`config.mk`:
```
export PLATFORM = sky130hd
export DESIGN_NAME = bech32_stream_encoder
export DESIGN_NICKNAME = d
export VERILOG_FILES = /design/src/rtl/b32e_pkg.sv /design/src/rtl/b32e_dp.sv /design/src/rtl/b32e_ctrl.sv /design/src/rtl/bech32_stream_encoder.sv
export VERILOG_INCLUDE_DIRS = /design/src /design/src/rtl
export SDC_FILE = /design/constraint.sdc
export NUM_CORES = 1
export LEC_CHECK = 0
export ABC_CLOCK_PERIOD_IN_PS = 4300
export BUFFER_PORTS_ARGS = -buffer_cell sky130_fd_sc_hd__buf_2
export CORE_UTILIZATION = 45
export CTS_CLUSTER_SIZE = 28
export DETAILED_ROUTE_END_ITERATION = 12
export PLACE_DENSITY = 0.68
export SYNTH_ARGS = -nofsm -noshare
export SYNTH_HDL_FRONTEND = slang
export SYNTH_HIERARCHICAL = 1
export SYNTH_SLANG_ARGS = --single-unit
```
`constraint.sdc`:
```
create_clock -name clk -period 4.3 [get_ports clk]
set_input_delay 0.215 -clock clk [delete_from_list [all_inputs] [get_ports clk]]
set_output_delay 0.215 -clock clk [all_outputs]
set_load 0.005 [all_outputs]
```
`src/rtl/bech32_stream_encoder_defines.svh`:
```
// ----------------------------------------------------------------------------
// Bech32 stream encoder assertion macros
// Shared helpers for the concurrent checks of the encoder modules.
// ----------------------------------------------------------------------------
`ifndef BECH32_STREAM_ENCODER_DEFINES_SVH
`define BECH32_STREAM_ENCODER_DEFINES_SVH

`ifndef NO_ASSERTIONS

`define B32E_ASSERT_IMP(lbl, clk, rst_n, ante, cons, msg) \
	lbl: assert property (@(posedge clk) disable iff (!rst_n) (ante) |-> (cons)) \
		else $error(msg);

`define B32E_ASSERT_NXT(lbl, clk, rst_n, ante, cons, msg) \
	lbl: assert property (@(posedge clk) disable iff (!rst_n) (ante) |=> (cons)) \
		else $error(msg);

`else

`define B32E_ASSERT_IMP(lbl, clk, rst_n, ante, cons, msg)

`define B32E_ASSERT_NXT(lbl, clk, rst_n, ante, cons, msg)

`endif

`endif

```
`src/rtl/b32e_pkg.sv`:
```
`timescale 1ns / 1ps
// ----------------------------------------------------------------------------
// Bech32 encoder package
// Types, command codes and checksum helpers shared by the encoder modules.
// ----------------------------------------------------------------------------
package b32e_pkg;

	localparam int CSUM_LEN = 6;

	localparam logic [2:0] OUT_NONE      = 3'd0;
	localparam logic [2:0] OUT_ECHO      = 3'd1;
	localparam logic [2:0] OUT_SEP       = 3'd2;
	localparam logic [2:0] OUT_SYM       = 3'd3;
	localparam logic [2:0] OUT_PAD       = 3'd4;
	localparam logic [2:0] OUT_CSUM      = 3'd5;
	localparam logic [2:0] OUT_CSUM_LAST = 3'd6;

	localparam logic [2:0] CHK_NONE  = 3'd0;
	localparam logic [2:0] CHK_ZERO  = 3'd1;
	localparam logic [2:0] CHK_SYM   = 3'd2;
	localparam logic [2:0] CHK_PAD   = 3'd3;
	localparam logic [2:0] CHK_FINAL = 3'd4;
	localparam logic [2:0] CHK_SHIFT = 3'd5;

	localparam logic [7:0] SEP_CHAR = 8'h31;

	localparam logic [29:0] GEN [5] = '{
		30'h3b6a57b2, 30'h26508e6d, 30'h1ea119fa, 30'h3d4233dd, 30'h2a1462b3
	};

	localparam logic [255:0] CHARSET = "qpzry9x8gf2tvdw0s3jn54khce6mua7l";

	typedef struct packed {
		logic       accept;
		logic [2:0] out_sel;
		logic [2:0] chk_sel;
		logic       store;
		logic       set_data;
		logic       rd_clear;
		logic       rd_issue;
		logic       rd_lo;
		logic       nb_sub;
		logic       clear_string;
	} b32e_ctl_t;

	typedef struct packed {
		logic out_free;
		logic data_phase;
		logic walk_more;
		logic rd_busy;
		logic more_sym;
		logic need_pad;
	} b32e_stat_t;

	function automatic logic [29:0] pm_step(logic [29:0] chk, logic [4:0] v);
		logic [4:0]  top;
		logic [29:0] r;
		top = chk[29:25];
		r = {chk[24:0], 5'b0} ^ {25'b0, v};
		for (int i = 0; i < 5; i++) begin
			if (top[i]) begin
				r = r ^ GEN[i];
			end
		end
		return r;
	endfunction

	function automatic logic [7:0] to_lower(logic [7:0] c);
		logic [7:0] r;
		r = c;
		if (c >= 8'h41 && c <= 8'h5a) begin
			r = c + 8'd32;
		end
		return r;
	endfunction

	function automatic logic [7:0] sym_char(logic [4:0] s);
		return CHARSET[8 * (31 - int'(s)) +: 8];
	endfunction

endpackage

```
`src/rtl/b32e_dp.sv`:
```
`timescale 1ns / 1ps
// ----------------------------------------------------------------------------
// Bech32 encoder datapath
// HRP store, checksum register, bit regrouping and the output register.
// ----------------------------------------------------------------------------
`include "bech32_stream_encoder_defines.svh"

module b32e_dp #(
	parameter int HRP_DEPTH = 128
) (
	input  logic              clk,
	input  logic              arst_n,
	input  logic              cfg_wr_en,
	input  logic              upper_case_output,
	input  logic              cmd,
	input  logic [7:0]        value,
	input  logic              out_stall,
	input  b32e_pkg::b32e_ctl_t  ctl,
	output b32e_pkg::b32e_stat_t stat,
	output logic              out_valid,
	output logic [7:0]        out_char,
	output logic              out_last,
	output logic              hrp_overflow
);
	import b32e_pkg::*;

	localparam int CNT_W = $clog2(HRP_DEPTH + 1);
	localparam int AW    = (HRP_DEPTH > 1) ? $clog2(HRP_DEPTH) : 1;

	logic [7:0]       mem [HRP_DEPTH];
	logic [7:0]       rd_data_s1;
	logic             rdv_s1;
	logic             rd_lo_s1;
	logic [CNT_W-1:0] count_q;
	logic [CNT_W-1:0] ptr_q;
	logic             data_phase_q;
	logic             ucase_q;
	logic [29:0]      chk_q;
	logic [11:0]      acc_q;
	logic [3:0]       nb_q;
	logic [7:0]       val_q;
	logic             out_valid_q;
	logic [7:0]       out_char_q;
	logic             out_last_q;
	logic             out_ovf_q;

	logic             full;
	logic             out_free;
	logic [11:0]      sym_wide;
	logic [4:0]       sym;
	logic [8:0]       pad_wide;
	logic [4:0]       pad;
	logic [7:0]       lc;
	logic [4:0]       mem_v;
	logic [7:0]       ch_raw;
	logic [7:0]       ch;
	logic             ovf;

	assign full     = (count_q == CNT_W'(HRP_DEPTH));
	assign out_free = !out_valid_q || !out_stall;
	assign sym_wide = acc_q >> (nb_q - 4'd5);
	assign sym      = sym_wide[4:0];
	assign pad_wide = {acc_q[3:0], 5'b0} >> nb_q;
	assign pad      = pad_wide[4:0];
	assign lc       = to_lower(rd_data_s1);
	assign mem_v    = rd_lo_s1 ? lc[4:0] : {2'b0, lc[7:5]};

	assign stat.out_free   = out_free;
	assign stat.data_phase = data_phase_q;
	assign stat.walk_more  = (ptr_q != count_q);
	assign stat.rd_busy    = rdv_s1;
	assign stat.more_sym   = (nb_q >= 4'd10);
	assign stat.need_pad   = (nb_q != 4'd5);

	always_ff @(posedge clk) begin
		if (ctl.store && !full) begin
			mem[count_q[AW-1:0]] <= val_q;
		end
		if (ctl.rd_issue) begin
			rd_data_s1 <= mem[ptr_q[AW-1:0]];
		end
	end

	always_ff @(posedge clk or negedge arst_n) begin
		if (!arst_n) begin
			rdv_s1   <= 1'b0;
			rd_lo_s1 <= 1'b0;
		end else begin
			rdv_s1   <= ctl.rd_issue;
			rd_lo_s1 <= ctl.rd_lo;
		end
	end

	always_ff @(posedge clk or negedge arst_n) begin
		if (!arst_n) begin
			ucase_q <= 1'b0;
		end else if (cfg_wr_en) begin
			ucase_q <= upper_case_output;
		end
	end

	always_ff @(posedge clk or negedge arst_n) begin
		if (!arst_n) begin
			count_q      <= '0;
			ptr_q        <= '0;
			data_phase_q <= 1'b0;
			nb_q         <= '0;
			chk_q        <= 30'd1;
		end else begin
			if (ctl.clear_string) begin
				count_q <= '0;
			end else if (ctl.store && !full) begin
				count_q <= count_q + CNT_W'(1);
			end
			if (ctl.rd_clear) begin
				ptr_q <= '0;
			end else if (ctl.rd_issue) begin
				ptr_q <= ptr_q + CNT_W'(1);
			end
			if (ctl.clear_string) begin
				data_phase_q <= 1'b0;
			end else if (ctl.set_data) begin
				data_phase_q <= 1'b1;
			end
			if (ctl.clear_string) begin
				nb_q <= '0;
			end else if (ctl.accept && (cmd || data_phase_q)) begin
				nb_q <= nb_q + 4'd8;
			end else if (ctl.nb_sub) begin
				nb_q <= nb_q - 4'd5;
			end
			if (ctl.clear_string) begin
				chk_q <= 30'd1;
			end else if (rdv_s1) begin
				chk_q <= pm_step(chk_q, mem_v);
			end else begin
				case (ctl.chk_sel)
					CHK_ZERO:  chk_q <= pm_step(chk_q, 5'd0);
					CHK_SYM:   chk_q <= pm_step(chk_q, sym);
					CHK_PAD:   chk_q <= pm_step(chk_q, pad);
					CHK_FINAL: chk_q <= pm_step(chk_q, 5'd0) ^ 30'd1;
					CHK_SHIFT: chk_q <= {chk_q[24:0], 5'b0};
					default:   chk_q <= chk_q;
				endcase
			end
		end
	end

	always_ff @(posedge clk) begin
		if (ctl.accept) begin
			val_q <= value;
			if (cmd || data_phase_q) begin
				acc_q <= {acc_q[3:0], value};
			end
		end
	end

	always_comb begin
		ch_raw = 8'd0;
		ovf    = 1'b0;
		case (ctl.out_sel)
			OUT_ECHO: begin
				ch_raw = full ? 8'd0 : val_q;
				ovf    = full;
			end
			OUT_SEP:       ch_raw = SEP_CHAR;
			OUT_SYM:       ch_raw = sym_char(sym);
			OUT_PAD:       ch_raw = sym_char(pad);
			OUT_CSUM:      ch_raw = sym_char(chk_q[29:25]);
			OUT_CSUM_LAST: ch_raw = sym_char(chk_q[29:25]);
			default:       ch_raw = 8'd0;
		endcase
		ch = ch_raw;
		if (ucase_q && ch_raw >= 8'h61 && ch_raw <= 8'h7a) begin
			ch = ch_raw - 8'd32;
		end
	end

	always_ff @(posedge clk or negedge arst_n) begin
		if (!arst_n) begin
			out_valid_q <= 1'b0;
		end else if (ctl.out_sel != OUT_NONE) begin
			out_valid_q <= 1'b1;
		end else if (!out_stall) begin
			out_valid_q <= 1'b0;
		end
	end

	always_ff @(posedge clk) begin
		if (ctl.out_sel != OUT_NONE) begin
			out_char_q <= ch;
			out_last_q <= (ctl.out_sel == OUT_CSUM_LAST);
			out_ovf_q  <= ovf;
		end
	end

	assign out_valid    = out_valid_q;
	assign out_char     = out_char_q;
	assign out_last     = out_last_q;
	assign hrp_overflow = out_ovf_q;

	`B32E_ASSERT_IMP(a_out_free, clk, arst_n, ctl.out_sel != OUT_NONE, out_free, "result register overwritten")
	`B32E_ASSERT_IMP(a_rd_bound, clk, arst_n, ctl.rd_issue, ptr_q != count_q, "read beyond stored hrp")
	`B32E_ASSERT_IMP(a_chk_one, clk, arst_n, rdv_s1, ctl.chk_sel == CHK_NONE, "two checksum updates at once")
	`B32E_ASSERT_NXT(a_clear, clk, arst_n, ctl.clear_string, count_q == '0 && !data_phase_q && nb_q == '0, "string state not cleared")

endmodule

```
`src/rtl/b32e_ctrl.sv`:
```
`timescale 1ns / 1ps
// ----------------------------------------------------------------------------
// Bech32 encoder controller
// Sequences echo, separator, hrp walk, data symbols and checksum output.
// ----------------------------------------------------------------------------
module b32e_ctrl (
	input  logic                 clk,
	input  logic                 arst_n,
	input  logic                 in_valid,
	input  logic                 cmd,
	input  logic                 last,
	input  b32e_pkg::b32e_stat_t stat,
	output logic                 in_stall,
	output b32e_pkg::b32e_ctl_t  ctl
);
	import b32e_pkg::*;

	localparam logic [3:0] S_IDLE = 4'd0;
	localparam logic [3:0] S_ECHO = 4'd1;
	localparam logic [3:0] S_SEP  = 4'd2;
	localparam logic [3:0] S_WHI  = 4'd3;
	localparam logic [3:0] S_WZ   = 4'd4;
	localparam logic [3:0] S_WLO  = 4'd5;
	localparam logic [3:0] S_WEND = 4'd6;
	localparam logic [3:0] S_SYM  = 4'd7;
	localparam logic [3:0] S_PAD  = 4'd8;
	localparam logic [3:0] S_FZ   = 4'd9;
	localparam logic [3:0] S_FOUT = 4'd10;

	localparam logic [2:0] CNT_END = 3'(CSUM_LEN - 1);

	logic [3:0] state_q;
	logic [3:0] state_d;
	logic [2:0] cnt_q;
	logic [2:0] cnt_d;
	logic       hold_last_q;
	logic       hold_data_q;
	logic       is_data;

	assign in_stall = (state_q != S_IDLE);
	assign is_data  = cmd || stat.data_phase;

	always_comb begin
		state_d = state_q;
		cnt_d   = cnt_q;
		ctl     = '0;
		case (state_q)
			S_IDLE: begin
				if (in_valid) begin
					ctl.accept = 1'b1;
					if (!is_data) begin
						state_d = S_ECHO;
					end else if (!stat.data_phase) begin
						state_d = S_SEP;
					end else begin
						state_d = S_SYM;
					end
				end
			end
			S_ECHO: begin
				if (stat.out_free) begin
					ctl.out_sel = OUT_ECHO;
					ctl.store   = 1'b1;
					state_d     = hold_last_q ? S_SEP : S_IDLE;
				end
			end
			S_SEP: begin
				if (stat.out_free) begin
					ctl.out_sel  = OUT_SEP;
					ctl.rd_clear = 1'b1;
					ctl.set_data = 1'b1;
					state_d      = S_WHI;
				end
			end
			S_WHI: begin
				if (stat.walk_more) begin
					ctl.rd_issue = 1'b1;
				end else begin
					state_d = S_WZ;
				end
			end
			S_WZ: begin
				if (!stat.rd_busy) begin
					ctl.chk_sel  = CHK_ZERO;
					ctl.rd_clear = 1'b1;
					state_d      = S_WLO;
				end
			end
			S_WLO: begin
				if (stat.walk_more) begin
					ctl.rd_issue = 1'b1;
					ctl.rd_lo    = 1'b1;
				end else begin
					state_d = S_WEND;
				end
			end
			S_WEND: begin
				if (!stat.rd_busy) begin
					cnt_d   = '0;
					state_d = hold_data_q ? S_SYM : S_FZ;
				end
			end
			S_SYM: begin
				if (stat.out_free) begin
					ctl.out_sel = OUT_SYM;
					ctl.chk_sel = CHK_SYM;
					ctl.nb_sub  = 1'b1;
					cnt_d       = '0;
					if (stat.more_sym) begin
						state_d = S_SYM;
					end else if (!hold_last_q) begin
						state_d = S_IDLE;
					end else begin
						state_d = stat.need_pad ? S_PAD : S_FZ;
					end
				end
			end
			S_PAD: begin
				if (stat.out_free) begin
					ctl.out_sel = OUT_PAD;
					ctl.chk_sel = CHK_PAD;
					state_d     = S_FZ;
				end
			end
			S_FZ: begin
				if (cnt_q == CNT_END) begin
					ctl.chk_sel = CHK_FINAL;
					cnt_d       = '0;
					state_d     = S_FOUT;
				end else begin
					ctl.chk_sel = CHK_ZERO;
					cnt_d       = cnt_q + 3'd1;
				end
			end
			S_FOUT: begin
				if (stat.out_free) begin
					ctl.chk_sel = CHK_SHIFT;
					if (cnt_q == CNT_END) begin
						ctl.out_sel      = OUT_CSUM_LAST;
						ctl.clear_string = 1'b1;
						cnt_d            = '0;
						state_d          = S_IDLE;
					end else begin
						ctl.out_sel = OUT_CSUM;
						cnt_d       = cnt_q + 3'd1;
					end
				end
			end
			default: begin
				state_d = S_IDLE;
			end
		endcase
	end

	always_ff @(posedge clk or negedge arst_n) begin
		if (!arst_n) begin
			state_q     <= S_IDLE;
			cnt_q       <= '0;
			hold_last_q <= 1'b0;
			hold_data_q <= 1'b0;
		end else begin
			state_q <= state_d;
			cnt_q   <= cnt_d;
			if (ctl.accept) begin
				hold_last_q <= last;
				hold_data_q <= is_data;
			end
		end
	end

endmodule

```
`src/rtl/bech32_stream_encoder.sv`:
```
`timescale 1ns / 1ps
// ----------------------------------------------------------------------------
// Bech32 stream encoder
// Streaming encoder with checksum constant 1 and optional uppercase output.
// ----------------------------------------------------------------------------
// Input transactions carry cmd, value and last; cmd 0 is an hrp character
// and cmd 1 a data byte. Every output transaction carries one character.
// An hrp character is echoed and stored; once the store is full, a zero is
// echoed with hrp_overflow set. A data byte yields one symbol or two, and the
// controller emits one character per cycle while the receiver does not stall.
// The first data byte of a string, or an hrp character flagged last, also
// emits the separator and walks the stored hrp twice, high bits then low
// bits. The last item adds an optional pad symbol, six checksum steps and six
// checksum characters. Reset returns the block to the hrp phase with an empty
// string and lowercase output. While the receiver stalls, the pending
// character is held and the controller waits before loading the next one; a
// new transaction may still be taken while a finished result waits.
// ----------------------------------------------------------------------------
module bech32_stream_encoder #(
	parameter int HRP_DEPTH = 128
) (
	input  logic       clk,
	input  logic       arst_n,
	input  logic       cfg_wr_en,
	input  logic       upper_case_output,
	input  logic       in_valid,
	output logic       in_stall,
	input  logic       cmd,
	input  logic [7:0] value,
	input  logic       last,
	output logic       out_valid,
	input  logic       out_stall,
	output logic [7:0] out_char,
	output logic       out_last,
	output logic       hrp_overflow
);
	import b32e_pkg::*;

	b32e_ctl_t  ctl;
	b32e_stat_t stat;

	b32e_ctrl u_ctrl (
		.clk      (clk),
		.arst_n   (arst_n),
		.in_valid (in_valid),
		.cmd      (cmd),
		.last     (last),
		.stat     (stat),
		.in_stall (in_stall),
		.ctl      (ctl)
	);

	b32e_dp #(
		.HRP_DEPTH (HRP_DEPTH)
	) u_dp (
		.clk               (clk),
		.arst_n            (arst_n),
		.cfg_wr_en         (cfg_wr_en),
		.upper_case_output (upper_case_output),
		.cmd               (cmd),
		.value             (value),
		.out_stall         (out_stall),
		.ctl               (ctl),
		.stat              (stat),
		.out_valid         (out_valid),
		.out_char          (out_char),
		.out_last          (out_last),
		.hrp_overflow      (hrp_overflow)
	);

endmodule
```
# --- Word level (Yosys, flattened, before mapping) ---
# Memory sizes are Yosys's and may differ from the RTL's. A register that Yosys moved wholly into a read port is not among the register bits.
# Index checks and enable logic that the tools add are counted.
word_totals:
  ff_bits: 94
  ram_bits: 1024
  inputBits: 16
  out_inout_bits: 12
  wordCells: 283
  memories: 1
memory_table:
  columns: ["memory", "words", "word_bits", "rd", "rd_clocked_by_memory_dff", "write_ports", "line_no", "text"]
  rows:
  - ["u_dp.mem", 128, 8, 1, 1, 1, "b32e_dp.sv:30", "logic [7:0] mem [HRP_DEPTH];"]
classes:
  add_sub_neg: 10
  order_cmp: 5
  eq_ne: 38
  n_shift: 5
  muxes: 155
  bitwise: 28
  n_reduce_logical: 23
op_table:
  columns: ["operator", "n"]
  rows:
  - ["2-to-1 mux 30 bit", 80]
  - ["variable part select 256 x 32 -> 8 bit (first input constant)", 3]
  - ["one-hot mux 30 bit (5 select lines)", 1]
  - ["2-to-1 mux 29 bit", 5]
  - ["bitwise XOR 30 x 5 -> 30 bit", 3]
  - ["inverter 17 bit", 5]
  - ["inverter 16 bit", 5]
  - ["2-to-1 mux 4 bit", 18]
  - ["inverter 18 bit", 4]
  - ["inverter 14 bit", 5]
  - ["inverter 13 bit", 5]
  - ["2-to-1 mux 8 bit", 7]
  - ["one-hot mux 4 bit (11 select lines)", 1]
  - ["one-hot mux 8 bit (5 select lines)", 1]
  - ["one-hot mux 3 bit (5 select lines)", 2]
  - ["2-to-1 mux 1 bit", 21]
  - ["2-to-1 mux 3 bit", 7]
  - ["== test 3 bit (second input constant)", 6]
  - ["subtractor 5 x 5 -> 6 bit (first input constant)", 3]
  - ["adder 8 x 1 -> 8 bit (second input constant)", 2]
  - ["== test 4 x 3 -> 1 bit (second input constant)", 4]
  - [">= comparator 8 x 7 -> 1 bit (second input constant)", 2]
  - ["<= comparator 8 x 7 -> 1 bit (second input constant)", 2]
  - ["inequality test 2 x 1 -> 1 bit (second input constant)", 8]
  - ["35 further kinds", 64]

# --- Longest topological paths before layout ---
logic_depth:
  ltp_word: 32
  mapped_depth: 20
  mapped_depth_nobuf: 17

# --- Cells and area by module ---
# Netlist, hierarchy kept.
modules_own_cells:
  columns: ["mod", "n_inst", "cells_each", "area_per_inst_um2", "seq_area_each_um2"]
  rows:
  - ["b32e_dp", 1, 2200, 45130.8, 33268.2]
  - ["b32e_ctrl", 1, 123, 943.4, 225.2]

# --- Least setup slack after synthesis ---
# Ideal clock, no wire load.
synth_path:
  path_type: "register to register"
  start: "register u_ctrl.state_q[0]"
  end: "register u_dp.out_char_q[7], in the netlist u_dp/out_char[7] (data pin)"
  setup_time_ps: 130
  t_arrival_ps: 3370
  required_time_ps: 4170
  path_slack_ps: 800
  path_stages_with_launch: 19
  n_path_buf: 3
  period_less_slack_ps: 3500
  path_cell_list: "dfrtp_1 > buf_4 > clkbuf_1 > xor2_1 > nor2_1 > a31oi_1 > nor2_1 > clkbuf_1 > xor2_1 > nand2_1 > o32ai_1 > a21oi_1 > maj3_2 > or3_1 > a32oi_2 > ha_1 > nand2_1 > nor2_1 > a31o_1"
synth_rtl:
  columns: ["element", "line_no", "text"]
  rows:
  - ["start: declaration", "b32e_ctrl.sv:32", "logic [3:0] state_q;"]
  - ["start signal: assignment", "b32e_ctrl.sv:162", "state_q <= state_d;"]
  - ["end signal: assignment", "b32e_dp.sv:191", "out_char_q <= ch;"]
  - ["end: declaration", "b32e_dp.sv:43", "logic [7:0] out_char_q;"]

# --- Worst setup path after layout ---
layout_path:
  start: "register u_dp.nb_q[0]"
  end: "register u_dp.out_char_q[7], in the netlist u_dp/out_char[7] (data pin)"
layout_via:
  elab_chain_len: 9
  word_cells_on_any_way: 14
  cone_classes: "add/sub: 4; order compare: 2; shift: 4; mux: 2; reduce/logical: 2"
layout_lines:
  columns: ["element", "line_no", "text"]
  rows:
  - ["start: declaration", "b32e_dp.sv:40", "logic [3:0] nb_q;"]
  - ["start signal: assignment", "b32e_dp.sv:128", "nb_q <= nb_q + 4'd8;"]
  - ["start signal: assignment", "b32e_dp.sv:130", "nb_q <= nb_q - 4'd5;"]
  - ["subtractor 4 x 3 -> 4 bit", "b32e_dp.sv:61", "assign sym_wide = acc_q >> (nb_q - 4'd5);"]
  - [">> shifter 12 x 4 -> 5 bit", "b32e_dp.sv:61", null]
  - ["subtractor 5 x 5 -> 6 bit", "b32e_pkg.sv:78", "return CHARSET[8 * (31 - int'(s)) +: 8];"]
  - ["variable part select 256 x 32 -> 8 bit", "b32e_pkg.sv:78", null]
  - ["one-hot mux 8 bit (5 select lines) (*)", "b32e_dp.sv:161", "case (ctl.out_sel)"]
  - [">= comparator 8 x 7 -> 1 bit", "b32e_dp.sv:174", "if (ucase_q && ch_raw >= 8'h61 && ch_raw <= 8'h7a) begin"]
  - ["logical AND 1 bit (2 in a row)", "b32e_dp.sv:174", null]
  - ["2-to-1 mux 8 bit (*)", "b32e_dp.sv:174", null]
  - ["net u_dp.ch[7]", "b32e_dp.sv:56", "logic [7:0] ch;"]
# Mark *: on every way through the listed nets, which the timed path passes. The rest lies on a longest branch.
# A chain may end at the register's enable or synchronous reset.

==> impl_results.md <==
- Setup TNS: 0 ps
- CP max FO: 14
- Routability Congestion: 0.871
- Largest net degree at the start of global routing: 130
- Die Height: about 320 µm
- Synth Area in Adders: 0.00242
- Finished Cell Area: 51700 µm²
- CTS max path bufs: 3
- Critical path, cell by cell: inv_1 -> ha_1 -> mux4_2 -> mux2_2 -> mux2i_4 -> a21o_2 -> nand2_1 -> and2_4 -> o41ai_4 -> o21ai_0 -> a21o_1 -> a31o_1
- Mux cell area share after synthesis: 0.176
- Worst hold path type: primary input to flop
- Num CTS Buffers: 110
- Mapped cell area: 46100 µm²
- Routed length on met3: between 7 and 8 mm
- Met2 routed WL: between 40 and 50 mm
- Post-Synth XOR/XNOR Area: 0.0150
- Fraction of registers with async set/reset: 0.0568
- Critical path startpoint category: flop
- Clock Tree Root: clkbuf_16
- Delay-heaviest family, CP: compound AO/OA/AOI/OAI gates
- Complex-gate fraction of the synthesized area: 0.0240
- Synth Warn #: 6
- Most common cell after layout, fill and taps aside: edfxtp_1
- Ant. Diodes: 0
- Multi-input logic area: approximately 12000 µm²
- CP max-delay cell: ha_1
- Vias in the first global route: 22900
- Row count: 117
- RSZ-0062 raised after global routing: no
- Hold_sp: out_stall
- DP Wirelength: between 60 and 70 mm
- Post-synth EDFFs: ~1100
- Outcome: finished, final reports clean
- Pre-antenna DRT Iters: 5
- Drt total wl: 100 mm
- Maxcap violations: 0
- Clk Latency, worst-skew pair: between 600 and 700 ps
- Hold-critical path endpoint: u_dp/out_valid
- I/O pin cnt: 28
- Final Hold Fails: 0
- Critical Path RT: 4730 ps
- H-tree depth: 3
- Initial antenna violation count: 0
- Largest family of logic cells by synthesized area: multiplexers
- Post-DR wirelength/cell: around 26 µm
- Largest stage delay, worst path: 620 ps
- Final #Nets: 2431
- Seq/Total Area, Yosys: 0.727
- RR Endpoint: u_dp/out_char[7]
- Total power: about 32000 µW
- Tmin final: 3830 ps
- Pwr dens: 621 nW/µm²
- Max-slew violation count: 0
- Critical path type: flop to flop
- Hold-critical path depth: 3
- Main synth FF type: edfxtp_1
- Drt drc: 0
- Clock skew: just under 30 ps
- # port buffers: 27
- Synth Net Count: 2347
- Die X-Extent: 322 µm
- Post-Place Cell Area: 48100 µm²
- GRT overflow: 0
- Synth Area in Simple Gates: 0.0418
- Register area: 33500 µm²
- Fillcell total: between 7000 and 8000
- Peak VDD IR: 0.362 mV
- Final std cells w/o fill: 3871
- CTS tree: built
- Critical Path End Type: flop
- Starting density of the core: 0.454
- Critical path arrival: 4260 ps
- Syn Area/Cell: between 15 and 20 µm²
- Most frequent cells in the layout: edfxtp_1, mux4_2, nor2_1
- Final ANT Viol Nets: 0
- Placed Cells incl. Taps: 3648
- Post-synthesis cell count: 2323
- Core area: 102000 µm²
- Fmax: ~260 MHz
- Max_slew headroom: 0.301
- Worst Tran Pin Value: 1050 ps
- RR Startpoint: u_dp/nb_q[0]
- Leak: 0.0160 µW
- Avg Vias per Cell: slightly below 6
- #FFs+latches synth: 1126
- Via count: roughly 23000
- Clock transition at path regs: approximately 60 ps
- Tcrit/Tclk final: 0.891
- First-pass GRT wire length: 151 mm
- GRT Util Overall: 0.196
- Worst R2R Path Depth: 12
- Top Metal Used: met4
- Endpoints failing setup: 0
- Flop2flop setup slack: 470 ps
- Area growth syn-to-layout: 12.1%
- Yosys cell types: 96
- Routed length on met1: 41.6 mm
- TritonCTS sink count: 1126
- Crit path buf inv count: 1
- DR iter-0 viols: 2562
- Die area: about 100000 µm²
- Layout cells sized above 1: 0.260
-- worst reg2reg max path, cell delays in order, from the launching register on --
cell and delay [ps]:
dfrtp_1 340, inv_1 120, ha_1 620, mux4_2 570, mux2_2 300, mux2i_4 230
a21o_2 220, nand2_1 90, and2_4 190, o41ai_4 360, o21ai_0 150, a21o_1 240
a31o_1 180
-- Yosys cell counts (all sizes together), types with 5 or more instances --
cell type,instances,share of area
nand4,10,0.0014
nand2,87,0.0071
ha,8,0.0022
nor2,202,0.017
buf,42,0.0046
nand2b,9,0.0014
a21oi,37,0.0041
clkbuf,97,0.0079
nor2b,8,0.0011
nor3,20,0.0024
a211oi,5,0.0010
inv,17,0.0014
mux2i,14,0.0033
or2,9,0.0012
a21o,6,0.0010
a31oi,8,0.0012
mux2,17,0.0042
xnor2,45,0.0087
o22ai,7,0.0011
edfxtp,1062,0.69
dfrtp,63,0.034
nand3b,6,0.00098
or3,6,0.00081
nand3,29,0.0033
xor2,32,0.0062
o21ai,60,0.0068
mux4,344,0.17
-- timing repair --
action | CTS | global route
endpoints found under the hold margin | 57 | 0
hold buffers | 15 | 0
resized for setup | 0 | 0
buffers inserted | 0 | 0
-- layer usage --
| layer | vias to the layer above | global-route usage |
|---|---|---|
| li1 | 9660 | - |
| met1 | 12100 | 0.278 |
| met2 | 923 | 0.318 |
| met3 | 147 | 0.0339 |
| met4 | 0 | 0.0452 |
| met5 | - | 0 |
-- power by group --
part | total (µW) | switching (µW) | leakage (µW) | internal, µW
Combinational | 9740 | 5390 | 0.00400 | 4340
Sequential | 13300 | 507 | 0.0104 | 12800
Clock | 9100 | 3970 | 0.00167 | 5130
-- how the worst max path moves through the flow --
stage                     slack [ps]              start          endpoint  depth (start not counted)
final                            470       u_dp/nb_q[0]  u_dp/out_char[7]                         12
after global routing             250  u_ctrl/state_q[0]  u_dp/out_char[7]                         16
after CTS                        500       u_dp/nb_q[0]  u_dp/out_char[7]                         12
after detailed placement         500       u_dp/nb_q[0]  u_dp/out_char[7]                         12
after global placement           580       u_dp/nb_q[0]  u_dp/out_char[7]                         12
after floorplan                  800  u_ctrl/state_q[0]  u_dp/out_char[7]                         18
-- state kept, by name, indices dropped and copies added, names as in the netlist, 3 cells and up --
register	cells
u_dp/mem	1024
u_dp/chk_q	30
u_dp/acc_q	12
u_dp/count_q	8
u_dp/out_char	8
u_dp/ptr_q	8
u_dp/rd_data_s1	8
u_dp/val_q	8
u_ctrl/state_q	4
u_dp/nb_q	4
u_ctrl/cnt_q	3
-- metrics by stage --
| step | hold slack, ps | utilization | worst slack (ps) |
|---|---|---|---|
| 6_report | 131 | 0.508 | 471 |
| 3_3_place_gp | 411 | 0.473 | 585 |
| 5_1_grt | 104 | 0.508 | 252 |
| 4_1_cts | 58.3 | 0.508 | 502 |
| 2_1_floorplan | -80.6 | - | 800 |
| 3_5_place_dp | 411 | 0.473 | 502 |
-- area by class of cell --
| cell class | count | share of cell area |
|---|---|---|
| clock inverters | 75 | 0.0106 |
| repair buffers | 111 | 0.0192 |
| well taps | 1368 | 0.0331 |
| multi-input cells | 1040 | 0.231 |
| clock buffers | 133 | 0.0558 |
| inverters | 18 | 0.00131 |
| flip-flops and latches | 1126 | 0.649 |
-- cell families after synthesis --
| group | after synthesis |
|---|---|
| adders and majority gates | 9 |
| DFF | 1126 |
| and+or+nand+nor | 416 |
| AOI/OAI and AO/OA | 163 |
| xor gates and xnor gates | 77 |
| muxes | 375 |
| buffers and inverters | 157 |
Power figures use the tool's default switching activity.
